[config.mk]
export PLATFORM = sky130hd
export DESIGN_NAME = node_value_pool_table_top_flat
export DESIGN_NICKNAME = d
export VERILOG_FILES = /design/src/hdl/nvpt_pkg.sv /design/src/hdl/nvpt_if.sv /design/src/hdl/nvpt_store.sv /design/src/hdl/nvpt_ctrl.sv /design/src/hdl/node_value_pool_table_top.sv /design/src/flat_wrapper.sv
export SDC_FILE = /design/constraint.sdc
export NUM_CORES = 1
export LEC_CHECK = 0
export ABC_AREA = 1
export BUFFER_PORTS_ARGS = -buffer_cell sky130_fd_sc_hd__buf_4
export CORE_AREA = 10 10 278 280
export CTS_BUF_LIST = sky130_fd_sc_hd__clkbuf_16
export CTS_CLUSTER_DIAMETER = 30
export CTS_CLUSTER_SIZE = 24
export DETAILED_ROUTE_END_ITERATION = 6
export DIE_AREA = 0 0 288 290
export GPL_ROUTABILITY_DRIVEN = 0
export PLACE_DENSITY = 0.56
export SYNTH_ARGS = -nofsm -noshare
export SYNTH_HDL_FRONTEND = slang
export SYNTH_SLANG_ARGS = --single-unit
[constraint.sdc]
create_clock -name clk -period 7.65 [get_ports clk]
set_input_delay 0.3825 -clock clk [delete_from_list [all_inputs] [get_ports clk]]
set_output_delay 0.3825 -clock clk [all_outputs]
set_load 0.01 [all_outputs]
[src/hdl/nvpt_pkg.sv]
// shared constants and types for the node value pool table
package nvpt_pkg;

    localparam int MODE_W    = 3;
    localparam int KEY_W     = 8;
    localparam int VAL_W     = 16;
    localparam int IDX_OUT_W = 4;
    localparam int CNT_OUT_W = 5;

    localparam logic [MODE_W-1:0] MODE_CLEAR  = 3'd0;
    localparam logic [MODE_W-1:0] MODE_LOOKUP = 3'd1;
    localparam logic [MODE_W-1:0] MODE_ADD    = 3'd2;
    localparam logic [MODE_W-1:0] MODE_UPDATE = 3'd3;
    localparam logic [MODE_W-1:0] MODE_DEC    = 3'd4;

    // write enables for the key and value memories
    typedef struct packed {
        logic key_we;
        logic val_we;
    } nvpt_wr_t;

endpackage

[src/hdl/nvpt_if.sv]
// request, response and configuration channel interfaces
interface nvpt_req_if;
    import nvpt_pkg::*;
    logic              valid;
    logic              ready;
    logic [MODE_W-1:0] mode;
    logic [KEY_W-1:0]  node_addr;
    logic [VAL_W-1:0]  data_value;
    modport source (output valid, output mode, output node_addr, output data_value,
                    input ready);
    modport sink (input valid, input mode, input node_addr, input data_value,
                  output ready);
endinterface

interface nvpt_rsp_if;
    import nvpt_pkg::*;
    logic                 valid;
    logic                 ready;
    logic                 success;
    logic [VAL_W-1:0]     found_value;
    logic [IDX_OUT_W-1:0] entry_index;
    logic [CNT_OUT_W-1:0] entry_count;
    modport source (output valid, output success, output found_value, output entry_index,
                    output entry_count, input ready);
    modport sink (input valid, input success, input found_value, input entry_index,
                  input entry_count, output ready);
endinterface

interface nvpt_cfg_if;
    import nvpt_pkg::*;
    logic             valid;
    logic             ready;
    logic [VAL_W-1:0] age_limit;
    modport source (output valid, output age_limit, input ready);
    modport sink (input valid, input age_limit, output ready);
endinterface

[src/hdl/nvpt_store.sv]
// key and value memories, one write port each, shared read address with registered read data
module nvpt_store #(
    parameter int POOL_DEPTH = 16,
    parameter int IW         = 4
) (
    input  logic                      clk,
    input  nvpt_pkg::nvpt_wr_t        wr,
    input  logic [IW-1:0]             wr_addr,
    input  logic [nvpt_pkg::KEY_W-1:0] wr_key,
    input  logic [nvpt_pkg::VAL_W-1:0] wr_val,
    input  logic [IW-1:0]             rd_addr,
    output logic [nvpt_pkg::KEY_W-1:0] rd_key,
    output logic [nvpt_pkg::VAL_W-1:0] rd_val
);
    import nvpt_pkg::*;

    logic [KEY_W-1:0] key_mem [POOL_DEPTH];
    logic [VAL_W-1:0] val_mem [POOL_DEPTH];

    always_ff @(posedge clk)
    begin
        if (wr.key_we)
        begin
            key_mem[wr_addr] <= wr_key;
        end
        if (wr.val_we)
        begin
            val_mem[wr_addr] <= wr_val;
        end
        rd_key <= key_mem[rd_addr];
        rd_val <= val_mem[rd_addr];
    end

endmodule

[src/hdl/nvpt_ctrl.sv]
// request sequencer: slot scan, ageing pass and response register
module nvpt_ctrl #(
    parameter int POOL_DEPTH = 16,
    parameter int IW         = 4,
    parameter int CW         = 5
) (
    input  logic                       clk,
    input  logic                       rst_n,
    nvpt_req_if.sink                   req,
    nvpt_rsp_if.source                 rsp,
    input  logic [nvpt_pkg::VAL_W-1:0] age_limit,
    output nvpt_pkg::nvpt_wr_t         wr,
    output logic [IW-1:0]              wr_addr,
    output logic [nvpt_pkg::KEY_W-1:0] wr_key,
    output logic [nvpt_pkg::VAL_W-1:0] wr_val,
    output logic [IW-1:0]              rd_addr,
    input  logic [nvpt_pkg::KEY_W-1:0] rd_key,
    input  logic [nvpt_pkg::VAL_W-1:0] rd_val
);
    import nvpt_pkg::*;

    typedef enum logic [1:0] {ST_IDLE, ST_SCAN, ST_DEC, ST_DONE} state_t;

    state_t               state_reg;
    logic [MODE_W-1:0]    op_reg;
    logic [KEY_W-1:0]     addr_reg;
    logic [VAL_W-1:0]     data_reg;
    logic [IW-1:0]        ptr_reg;
    logic [CW-1:0]        cnt_reg;
    logic                 res_ok_reg;
    logic [VAL_W-1:0]     res_val_reg;
    logic [IW-1:0]        res_idx_reg;
    logic                 out_valid_reg;
    logic                 out_ok_reg;
    logic [VAL_W-1:0]     out_val_reg;
    logic [IDX_OUT_W-1:0] out_idx_reg;
    logic [CNT_OUT_W-1:0] out_cnt_reg;

    logic          accept;
    logic          last;
    logic          full;
    logic          key_hit;
    logic          load_out;
    logic [IW-1:0] ptr_inc;

    assign req.ready = (state_reg == ST_IDLE);
    assign accept    = req.valid && req.ready;
    assign ptr_inc   = ptr_reg + IW'(1);
    assign last      = (CW'(ptr_reg) + CW'(1)) == cnt_reg;
    assign full      = cnt_reg == CW'(POOL_DEPTH);
    assign key_hit   = rd_key == addr_reg;
    // response register is free or being emptied this cycle
    assign load_out  = (state_reg == ST_DONE) && (!out_valid_reg || rsp.ready);

    assign rsp.valid       = out_valid_reg;
    assign rsp.success     = out_ok_reg;
    assign rsp.found_value = out_val_reg;
    assign rsp.entry_index = out_idx_reg;
    assign rsp.entry_count = out_cnt_reg;

    // read data for rd_addr shows up in the next cycle, matching ptr_reg
    always_comb
    begin
        rd_addr = (state_reg == ST_IDLE) ? '0 : ptr_inc;
    end

    always_comb
    begin
        wr      = '0;
        wr_addr = ptr_reg;
        wr_key  = addr_reg;
        wr_val  = data_reg;
        unique case (state_reg)
            ST_IDLE:
            begin
                // add into an empty table needs no scan
                if (accept && req.mode == MODE_ADD && cnt_reg == '0)
                begin
                    wr.key_we = 1'b1;
                    wr.val_we = 1'b1;
                    wr_addr   = '0;
                    wr_key    = req.node_addr;
                    wr_val    = req.data_value;
                end
            end
            ST_SCAN:
            begin
                if (key_hit)
                begin
                    wr.val_we = (op_reg == MODE_UPDATE);
                end
                else if (last && op_reg == MODE_ADD)
                begin
                    wr.key_we = 1'b1;
                    wr.val_we = 1'b1;
                    wr_addr   = cnt_reg[IW-1:0];
                end
            end
            ST_DEC:
            begin
                if (rd_val > age_limit)
                begin
                    wr.val_we = 1'b1;
                    wr_val    = rd_val - VAL_W'(1);
                end
            end
            default:
            begin
            end
        endcase
    end

    always_ff @(posedge clk or negedge rst_n)
    begin
        if (!rst_n)
        begin
            state_reg     <= ST_IDLE;
            op_reg        <= MODE_CLEAR;
            addr_reg      <= '0;
            data_reg      <= '0;
            ptr_reg       <= '0;
            cnt_reg       <= '0;
            res_ok_reg    <= 1'b0;
            res_val_reg   <= '0;
            res_idx_reg   <= '0;
            out_valid_reg <= 1'b0;
            out_ok_reg    <= 1'b0;
            out_val_reg   <= '0;
            out_idx_reg   <= '0;
            out_cnt_reg   <= '0;
        end
        else
        begin
            if (load_out)
            begin
                out_valid_reg <= 1'b1;
            end
            else if (out_valid_reg && rsp.ready)
            begin
                out_valid_reg <= 1'b0;
            end
            unique case (state_reg)
                ST_IDLE:
                begin
                    if (accept)
                    begin
                        op_reg      <= req.mode;
                        addr_reg    <= req.node_addr;
                        data_reg    <= req.data_value;
                        ptr_reg     <= '0;
                        res_ok_reg  <= 1'b0;
                        res_val_reg <= '0;
                        res_idx_reg <= '0;
                        unique case (req.mode)
                            MODE_CLEAR:
                            begin
                                cnt_reg    <= '0;
                                res_ok_reg <= 1'b1;
                                state_reg  <= ST_DONE;
                            end
                            MODE_LOOKUP, MODE_UPDATE:
                            begin
                                state_reg <= (cnt_reg == '0) ? ST_DONE : ST_SCAN;
                            end
                            MODE_ADD:
                            begin
                                if (full)
                                begin
                                    state_reg <= ST_DONE;
                                end
                                else if (cnt_reg == '0)
                                begin
                                    cnt_reg    <= CW'(1);
                                    res_ok_reg <= 1'b1;
                                    state_reg  <= ST_DONE;
                                end
                                else
                                begin
                                    state_reg <= ST_SCAN;
                                end
                            end
                            MODE_DEC:
                            begin
                                res_ok_reg <= 1'b1;
                                state_reg  <= (cnt_reg == '0) ? ST_DONE : ST_DEC;
                            end
                            default:
                            begin
                                state_reg <= ST_DONE;
                            end
                        endcase
                    end
                end
                ST_SCAN:
                begin
                    if (key_hit)
                    begin
                        // first match wins; a hit on add is a failure
                        if (op_reg != MODE_ADD)
                        begin
                            res_ok_reg  <= 1'b1;
                            res_idx_reg <= ptr_reg;
                            if (op_reg == MODE_LOOKUP)
                            begin
                                res_val_reg <= rd_val;
                            end
                        end
                        state_reg <= ST_DONE;
                    end
                    else if (last)
                    begin
                        if (op_reg == MODE_ADD)
                        begin
                            cnt_reg     <= cnt_reg + CW'(1);
                            res_ok_reg  <= 1'b1;
                            res_idx_reg <= cnt_reg[IW-1:0];
                        end
                        state_reg <= ST_DONE;
                    end
                    else
                    begin
                        ptr_reg <= ptr_inc;
                    end
                end
                ST_DEC:
                begin
                    if (last)
                    begin
                        state_reg <= ST_DONE;
                    end
                    else
                    begin
                        ptr_reg <= ptr_inc;
                    end
                end
                ST_DONE:
                begin
                    if (load_out)
                    begin
                        out_ok_reg  <= res_ok_reg;
                        out_val_reg <= res_val_reg;
                        out_idx_reg <= IDX_OUT_W'(res_idx_reg);
                        out_cnt_reg <= CNT_OUT_W'(cnt_reg);
                        state_reg   <= ST_IDLE;
                    end
                end
                default:
                begin
                    state_reg <= ST_IDLE;
                end
            endcase
        end
    end

`ifndef NO_ASSERTIONS
    a_count_bound: assert property (@(posedge clk) disable iff (!rst_n)
        cnt_reg <= CW'(POOL_DEPTH))
        else $error("entry count above pool depth");

    a_key_write_grows: assert property (@(posedge clk) disable iff (!rst_n)
        wr.key_we |=> cnt_reg == CW'($past(wr_addr)) + CW'(1))
        else $error("key written without appending at the end of the table");

    a_dec_only_above: assert property (@(posedge clk) disable iff (!rst_n)
        (wr.val_we && state_reg == ST_DEC) |-> rd_val > age_limit)
        else $error("ageing lowered a value at or below the age limit");

    a_add_not_full: assert property (@(posedge clk) disable iff (!rst_n)
        wr.key_we |-> !full)
        else $error("key written into a full table");
`endif

endmodule

[src/hdl/node_value_pool_table_top.sv]
// node value pool table: top level with age limit register
//
//  channel  dir  handshake        payload
//  req      in   valid / ready    mode, node_addr, data_value
//  rsp      out  valid / ready    success, found_value, entry_index, entry_count
//  cfg      in   valid / ready    age_limit
//
// one request at a time; clear and unused modes go straight to the response step, the others
// scan up to entry_count slots, one slot per cycle through the shared memory read port
// a finished response waits in the output register while the next request is taken
// a request that finishes while that response is still held stalls until it is taken
// reset empties the table at once; memory contents are left as they are
module node_value_pool_table_top #(
    parameter int POOL_DEPTH = 16
) (
    input  logic       clk,
    input  logic       rst_n,
    nvpt_req_if.sink   req,
    nvpt_rsp_if.source rsp,
    nvpt_cfg_if.sink   cfg
);
    import nvpt_pkg::*;

    localparam int IW = (POOL_DEPTH > 1) ? $clog2(POOL_DEPTH) : 1;
    localparam int CW = $clog2(POOL_DEPTH + 1);

    logic [VAL_W-1:0] age_limit_reg;
    nvpt_wr_t         wr;
    logic [IW-1:0]    wr_addr;
    logic [KEY_W-1:0] wr_key;
    logic [VAL_W-1:0] wr_val;
    logic [IW-1:0]    rd_addr;
    logic [KEY_W-1:0] rd_key;
    logic [VAL_W-1:0] rd_val;

    assign cfg.ready = 1'b1;

    always_ff @(posedge clk or negedge rst_n)
    begin
        if (!rst_n)
        begin
            age_limit_reg <= '0;
        end
        else if (cfg.valid && cfg.ready)
        begin
            age_limit_reg <= cfg.age_limit;
        end
    end

    nvpt_ctrl #(
        .POOL_DEPTH (POOL_DEPTH),
        .IW         (IW),
        .CW         (CW)
    ) u_ctrl (
        .clk       (clk),
        .rst_n     (rst_n),
        .req       (req),
        .rsp       (rsp),
        .age_limit (age_limit_reg),
        .wr        (wr),
        .wr_addr   (wr_addr),
        .wr_key    (wr_key),
        .wr_val    (wr_val),
        .rd_addr   (rd_addr),
        .rd_key    (rd_key),
        .rd_val    (rd_val)
    );

    nvpt_store #(
        .POOL_DEPTH (POOL_DEPTH),
        .IW         (IW)
    ) u_store (
        .clk     (clk),
        .wr      (wr),
        .wr_addr (wr_addr),
        .wr_key  (wr_key),
        .wr_val  (wr_val),
        .rd_addr (rd_addr),
        .rd_key  (rd_key),
        .rd_val  (rd_val)
    );

endmodule
[src/flat_wrapper.sv]
// flat-port wrapper written by rule: the top's interface ports become plain ports
module node_value_pool_table_top_flat import nvpt_pkg::*;
#(
    parameter int POOL_DEPTH = 16
)
  (clk, rst_n, req_valid, req_mode, req_node_addr, req_data_value, req_ready, rsp_valid, rsp_success, rsp_found_value, rsp_entry_index, rsp_entry_count, rsp_ready, cfg_valid, cfg_age_limit, cfg_ready);
  nvpt_req_if req_i ();
  nvpt_rsp_if rsp_i ();
  nvpt_cfg_if cfg_i ();
  input  logic clk;
  input  logic rst_n;
  input wire logic [$bits(req_i.valid)-1:0] req_valid;
  input wire logic [$bits(req_i.mode)-1:0] req_mode;
  input wire logic [$bits(req_i.node_addr)-1:0] req_node_addr;
  input wire logic [$bits(req_i.data_value)-1:0] req_data_value;
  output wire logic [$bits(req_i.ready)-1:0] req_ready;
  output wire logic [$bits(rsp_i.valid)-1:0] rsp_valid;
  output wire logic [$bits(rsp_i.success)-1:0] rsp_success;
  output wire logic [$bits(rsp_i.found_value)-1:0] rsp_found_value;
  output wire logic [$bits(rsp_i.entry_index)-1:0] rsp_entry_index;
  output wire logic [$bits(rsp_i.entry_count)-1:0] rsp_entry_count;
  input wire logic [$bits(rsp_i.ready)-1:0] rsp_ready;
  input wire logic [$bits(cfg_i.valid)-1:0] cfg_valid;
  input wire logic [$bits(cfg_i.age_limit)-1:0] cfg_age_limit;
  output wire logic [$bits(cfg_i.ready)-1:0] cfg_ready;
  assign req_i.valid = req_valid;
  assign req_i.mode = req_mode;
  assign req_i.node_addr = req_node_addr;
  assign req_i.data_value = req_data_value;
  assign req_ready = req_i.ready;
  assign rsp_valid = rsp_i.valid;
  assign rsp_success = rsp_i.success;
  assign rsp_found_value = rsp_i.found_value;
  assign rsp_entry_index = rsp_i.entry_index;
  assign rsp_entry_count = rsp_i.entry_count;
  assign rsp_i.ready = rsp_ready;
  assign cfg_i.valid = cfg_valid;
  assign cfg_i.age_limit = cfg_age_limit;
  assign cfg_ready = cfg_i.ready;
  node_value_pool_table_top #(.POOL_DEPTH(POOL_DEPTH)) u_core (.clk(clk), .rst_n(rst_n), .req(req_i), .rsp(rsp_i), .cfg(cfg_i));
endmodule
Word-level counts from Yosys, hierarchy flattened

Memories as Yosys holds them, arrays and structs flattened. A register that Yosys moved wholly into a read port is not among the register bits.
Cells that the tools add are included.

Word-level logic and storage cells: 136
Memories kept: 2
Register bits after elaboration: 102
Input bits: 48
Bits in writable memories: 384

Memories:

| memory                 | depth | width | read ports | clocked after Yosys merged registers in | wr ports | line             | RTL |
|---|---|---|---|---|---|---|---|
| u_core.u_store.val_mem | 16    | 16    | 1          | 1                                       | 1        | nvpt_store.sv:18 | `logic [VAL_W-1:0] val_mem [POOL_DEPTH];` |
| u_core.u_store.key_mem | 16    | 8     | 1          | 1                                       | 1        | nvpt_store.sv:17 | `logic [KEY_W-1:0] key_mem [POOL_DEPTH];` |

Equal/unequal tests: 28
Add/subtract/negate cells: 4
Reduce and logical (&&, ||, !) cells: 23
Multiplexer cells: 63
$lt $le $gt $ge: 1

Operators by type and width:

| kind                  | count |
|---|---|
| $mux 16               | 6 |
| $pmux 16 s2           | 2 |
| $mux 4                | 11 |
| $mux 5                | 6 |
| $pmux 5 s2            | 2 |
| $mux 1                | 17 |
| $gt 16x16->1          | 1 |
| $mux 2                | 8 |
| $mux 8                | 2 |
| $pmux 4 s2            | 2 |
| $sub 16x1->16 const B | 1 |
| $ne 2x2->1 const B    | 7 |
| $eq 3x2->1 const B    | 4 |
| $ne 3x3->1 const B    | 4 |
| $pmux 4 s3            | 1 |
| $reduce_and 5->1      | 2 |
| $eq 8x8->1            | 1 |
| $pmux 2 s4            | 1 |
| $reduce_and 8->1      | 1 |
| $eq 3x1->1 const B    | 2 |
| $logic_and 1x1->1     | 6 |
| $ne 3x2->1 const B    | 2 |
| $pmux 1 s2            | 3 |
| $pmux 2 s3            | 1 |
| other kinds (21)      | 26 |

Logic depth before layout (Yosys ltp)

Depth in word-level cells: 8
Mapped depth: 15

Cells and area by module

From an unflattened synthesis, not the netlist that was laid out.

Cells, all modules: 2,441
Area total of the unflattened synthesis: 23,208.5 µm²

By module, submodules not included:

| module                    | seq. area each (µm²) | area an instance (µm²) | cells an instance | times used |
|---|---|---|---|---|
| nvpt_store                | 12,011.5             | 17,086.4               | 1,631             | 1 |
| nvpt_ctrl                 | 2,152.1              | 5,466.5                | 740               | 1 |
| node_value_pool_table_top | 400.4                | 655.6                  | 70                | 1 |

Worst setup path before layout

Ideal clock, no wire load.

Path kind: register -> register
Start: reg u_core.u_ctrl.state_reg[0]
End: mem u_core.u_store.val_mem[1][0], enable pin
Setup time: 0.388 ns
Data arrival time: 2.589 ns
Path buffers: 1
Cell stages (with the launch flop): 14
Setup slack: 4.673 ns
Clock period less this slack: 2.977 ns
Path through: dfrtp_1 > inv_1 > ha_1 > buf_2 > nand2_1 > nor2_4 > nor2_1 > nand2_1 > nand3_1 > nand2_2 > nand2_1 > inv_1 > nand2_1 > nor2_1

Word-level cells in the longest chain between the ends: 8
Elaborated cells on any way between the ends: 12
Those cells by class: eq/ne (2); mux (6); reduce/logical (4)

RTL lines:

| what                           | line               | RTL |
|---|---|---|
| start: declaration             | nvpt_ctrl.sv:24    | `state_t state_reg;` |
| start signal: assignment       | nvpt_ctrl.sv:163   | `state_reg <= (cnt_reg == '0) ? ST_DONE : ST_SCAN;` |
| start signal: assignment       | nvpt_ctrl.sv:185   | `state_reg <= (cnt_reg == '0) ? ST_DONE : ST_DEC;` |
| $logic_not 2->1 *              | nvpt_ctrl.sv:46    | `assign req.ready = (state_reg == ST_IDLE);` |
| via req_ready                  | flat_wrapper.sv:16 | `output wire logic [$bits(req_i.ready)-1:0] req_ready;` |
| $logic_and 1x1->1              | nvpt_ctrl.sv:47    | `assign accept = req.valid && req.ready;` |
| $logic_and 1x1->1 (2 in a row) | nvpt_ctrl.sv:77    | `if (accept && req.mode == MODE_ADD && cnt_reg == '0)` |
| $mux 2                         | nvpt_ctrl.sv:77    |  |
| $pmux 1 s3                     | nvpt_ctrl.sv:73    | `unique case (state_reg)` |
| $mux 1                         | nvpt_store.sv:26   | `if (wr.val_we)` |
| $mux 1 (implied by the code)   | nvpt_store.sv:28   | `val_mem[wr_addr] <= wr_val;` |
| end: declaration               | nvpt_store.sv:18   |  |

Mark *: on every way through the listed nets, which the timed path passes. The rest lies on a longest branch.

Final worst setup path

Start: reg u_core.u_ctrl.state_reg[0]
End: reg u_core.u_store.rd_val[4] (netlist name) (read register of u_core.u_store.val_mem)

Word-level cells in the longest chain between the ends: 2

RTL lines:

| what             | line             | RTL |
|---|---|---|
| $logic_not 2->1  | nvpt_ctrl.sv:64  | `rd_addr = (state_reg == ST_IDLE) ? '0 : ptr_inc;` |
| $mux 4           | nvpt_ctrl.sv:64  |  |
| end: declaration | nvpt_store.sv:13 | `output logic [nvpt_pkg::VAL_W-1:0] rd_val` |

Every way passes these cells.
A chain may end at the register's enable or synchronous reset.

==> flow_summary.toml <==
[routing]
wl_um = 60600
first_pass_iters = 7
num_vias = 14900
ant_nets = 0
drt_iter0_drc = 1640
wire_per_inst_um = 20.2
route.detailed.drc = 2
routed_via_density = 4.98

[setup_path]
endpoint_kind = "register"
cp_max_fo = 93
crit_arrival_ns = 5.24
r2r_start = "u_core.u_ctrl.state_reg[0]"
critPathLaunchType = "register"
critical_path_class = "register to register"
crit_path_start = "u_core.u_ctrl.state_reg[0]"
worstPathRequired_ns = 8.19

[die]
die-width_um = 288
die_area_um2 = 83500
placeableCoreArea_um2 = 71400
die_h_um = 290
initial_core_util = 0.298
fp-row-count = 98
ios = 77

[clock_network]
cts_sinks = 510
clockBufferDepth = 3
cts_root_buffer = "clkbuf_16"
cts_tree = "built"
insertion_delay_ns = 0.63
clk_pin_slew_ns = 0.05
numCtsBuffers = 98
htreeDepth = 3
cts_setup_buffers = 0

[placement]
place_ws_ns = 3.04
dpl.hpwl_um = 38000
portBuffers = 75
placed_cell_area_um2 = 22800
post-place-cells = 2798

[sta]
fin_crit_ns = 4.70
slew_headroom = 0.202
fmax_ghz = 0.213
fin_ws_ns = 2.95
tightest_slew_ns = 1.20
finalSetupTns_ns = 0
finalCritPeriodShare = 0.614
rsz0062_at_grt = "false"
finalMaxSlewViolations = 0
hold_violations = 0
worst_hold_slack_ns = 0.0418
finalSetupViolations = 0
fin_skew_ns = 0.0262

[synth]
yosysUniqueCellTypes = 40
syn_avg_cell_area_um2 = 11.5
synth_seq_area_share = 0.685
syn-num-nets = 1924
netlist_area_um2 = 21300
ys_seq_elements = 510
syn_inst = 1852
yosysWarningCount = 0

[layout]
synthToLayoutAreaGrowth_pct = 23.7
stdcell_count = 2999
fin_util = 0.369
fin_area_um2 = 26300
drive_gt1_frac = 0.154
largest_reg_flops = 256
fillerInstances = 6904
reg_top3 = "u_core.u_store.val_mem: 256 flops, u_core.u_store.key_mem: 128 flops"
top_register = "u_core.u_store.val_mem"
n_antenna_cell = 0
num-nets-final = 2037

[flow_run]
maxCapViolCount = 0

[run_status]
status = "complete, but fails checks"
violations = "DRC"

[grt]
grt_pass1_vias = 14500
grt.total_usage = 0.141
grt_antenna_before_repair = 0
grt_overflow = 0
grt_max_degree = 144
grt_first_pass_wirelength_um = 91300

[power_and_ir_drop]
p_leak_nw = 9.70
p_per_area_nw_per_um2 = 464
power_mw = 12.2
peakVddDrop_v = 0.000361

[hold_path]
hp-class = "input port to register"
hp-start = "req_data_value[0]"
-- worst max-delay path, stage by stage, from the launching register on --
cell      delay, ns
dfrtp_1        0.40
inv_1          0.12
ha_1           0.50
inv_1          0.25
nand2_2        0.12
buf_4          0.55
clkinv_2       0.67
buf_4          0.60
o311ai_0       0.87
o211ai_1       0.29
nand2_1        0.16
-- cell type report --
type | count | area, µm² | share of cell area
inverters | 104 | 394 | 0.0150
well taps | 950 | 1190 | 0.0452
flip-flops and latches | 510 | 14600 | 0.554
clock inverters | 83 | 782 | 0.0297
repair buffers | 117 | 933 | 0.0355
multi-input cells | 1134 | 5920 | 0.225
clock buffers | 101 | 2530 | 0.0961
-- per-layer routing --
layer / part of all wire / track usage / vias to the layer above
met5: 0 / 0 / -
met2: 0.44 / 0.209 / 672
li1: - / - / 6875
met1: 0.44 / 0.194 / 7296
met3: 0.092 / 0.0383 / 104
met4: 0.027 / 0.0499 / 0
-- power breakdown --
group          total [mW]  switching (mW)  internal [mW]
Combinational        3.94            2.93           1.01
Sequential           4.05           0.245           3.81
Clock                4.21            1.44           2.78
-- worst paths after layout --
check / to / slack [ns] / cells after the start
setup / recovery: u_core.u_store.rd_val[4] / 2.95 / 10
hold / removal: u_core.u_ctrl.data_reg[0] / 0.04 / 2
setup reg to reg: u_core.u_store.rd_val[4] / 2.95 / 10
hold reg to reg: u_core.u_ctrl.rsp.found_value[15] / 0.48 / 2
max in group asynchronous: u_core.age_limit_reg[15] / 6.10 / 3
min in group asynchronous: u_core.u_ctrl.addr_reg[3] / 0.22 / 2
-- cells by family after synthesis --
| kind of cell | Yosys count | share of synthesized area |
|---|---|---|
| AO/OA/AOI/OAI | 411 | 0.120 |
| XOR/XNOR | 22 | 0.00906 |
| adder cells (fa/ha/maj) | 24 | 0.0141 |
| buffers and inverters | 208 | 0.0390 |
| flip-flops | 510 | 0.685 |
| multiplexers | 13 | 0.00688 |
| other | 1 | 0.000176 |
| AND/OR/NAND/NOR | 663 | 0.126 |
-- Yosys cell counts (all sizes together) --
cell type,n,area (µm²)
edfxtp,384,11500
nor2,341,1320
nand2,233,895
o21ai,203,1020
dfrtp,102,2550
inv,101,379
clkbuf,71,267
nand3,64,330
o211ai,48,360
a21oi,40,208
o311ai,36,315
buf,33,173
o32ai,26,228
o22ai,25,156
dfxtp,24,480
ha,24,300
o221ai,14,123
mux2,13,146
nor3,12,60.1
xor2,12,105
nand4,11,68.8
a22oi,10,75.1
xnor2,10,87.6
o31ai,4,30.0
clkinv,3,11.3
a21o,2,15.0
nand3b,2,15.0
a221oi,1,8.76
a31oi,1,6.26
conb,1,3.75
o21a,1,7.51
-- cells in the final DEF (no fill, tap or decap), drive strengths merged --
master	synthesis	final
edfxtp	384	384
nor2	341	341
nand2	233	233
o21ai	203	203
inv	101	128
dfrtp	102	102
clkbuf	71	101
buf	33	100
nand3	64	64
o211ai	48	48
a21oi	40	40
clkinv	3	37
o311ai	36	36
o32ai	26	26
o22ai	25	25
ha	24	24
dfxtp	24	24
dlygate4sd3	0	17
o221ai	14	14
mux2	13	13
nor3	12	12
xor2	12	12
nand4	11	11
bufinv	0	11
clkinvlp	0	11
xnor2	10	10
a22oi	10	10
o31ai	4	4
a21o	2	2
nand3b	2	2
o21a	1	1
a221oi	1	1
a31oi	1	1
conb	1	1
-- what timing repair did --
action | 4_1_cts | 5_1_grt
hold endpoints to repair | 39 | 0
gates resized for setup | 0 | 0
hold buffers | 17 | 0
Note: power is estimated with default switching activity, not from simulation.
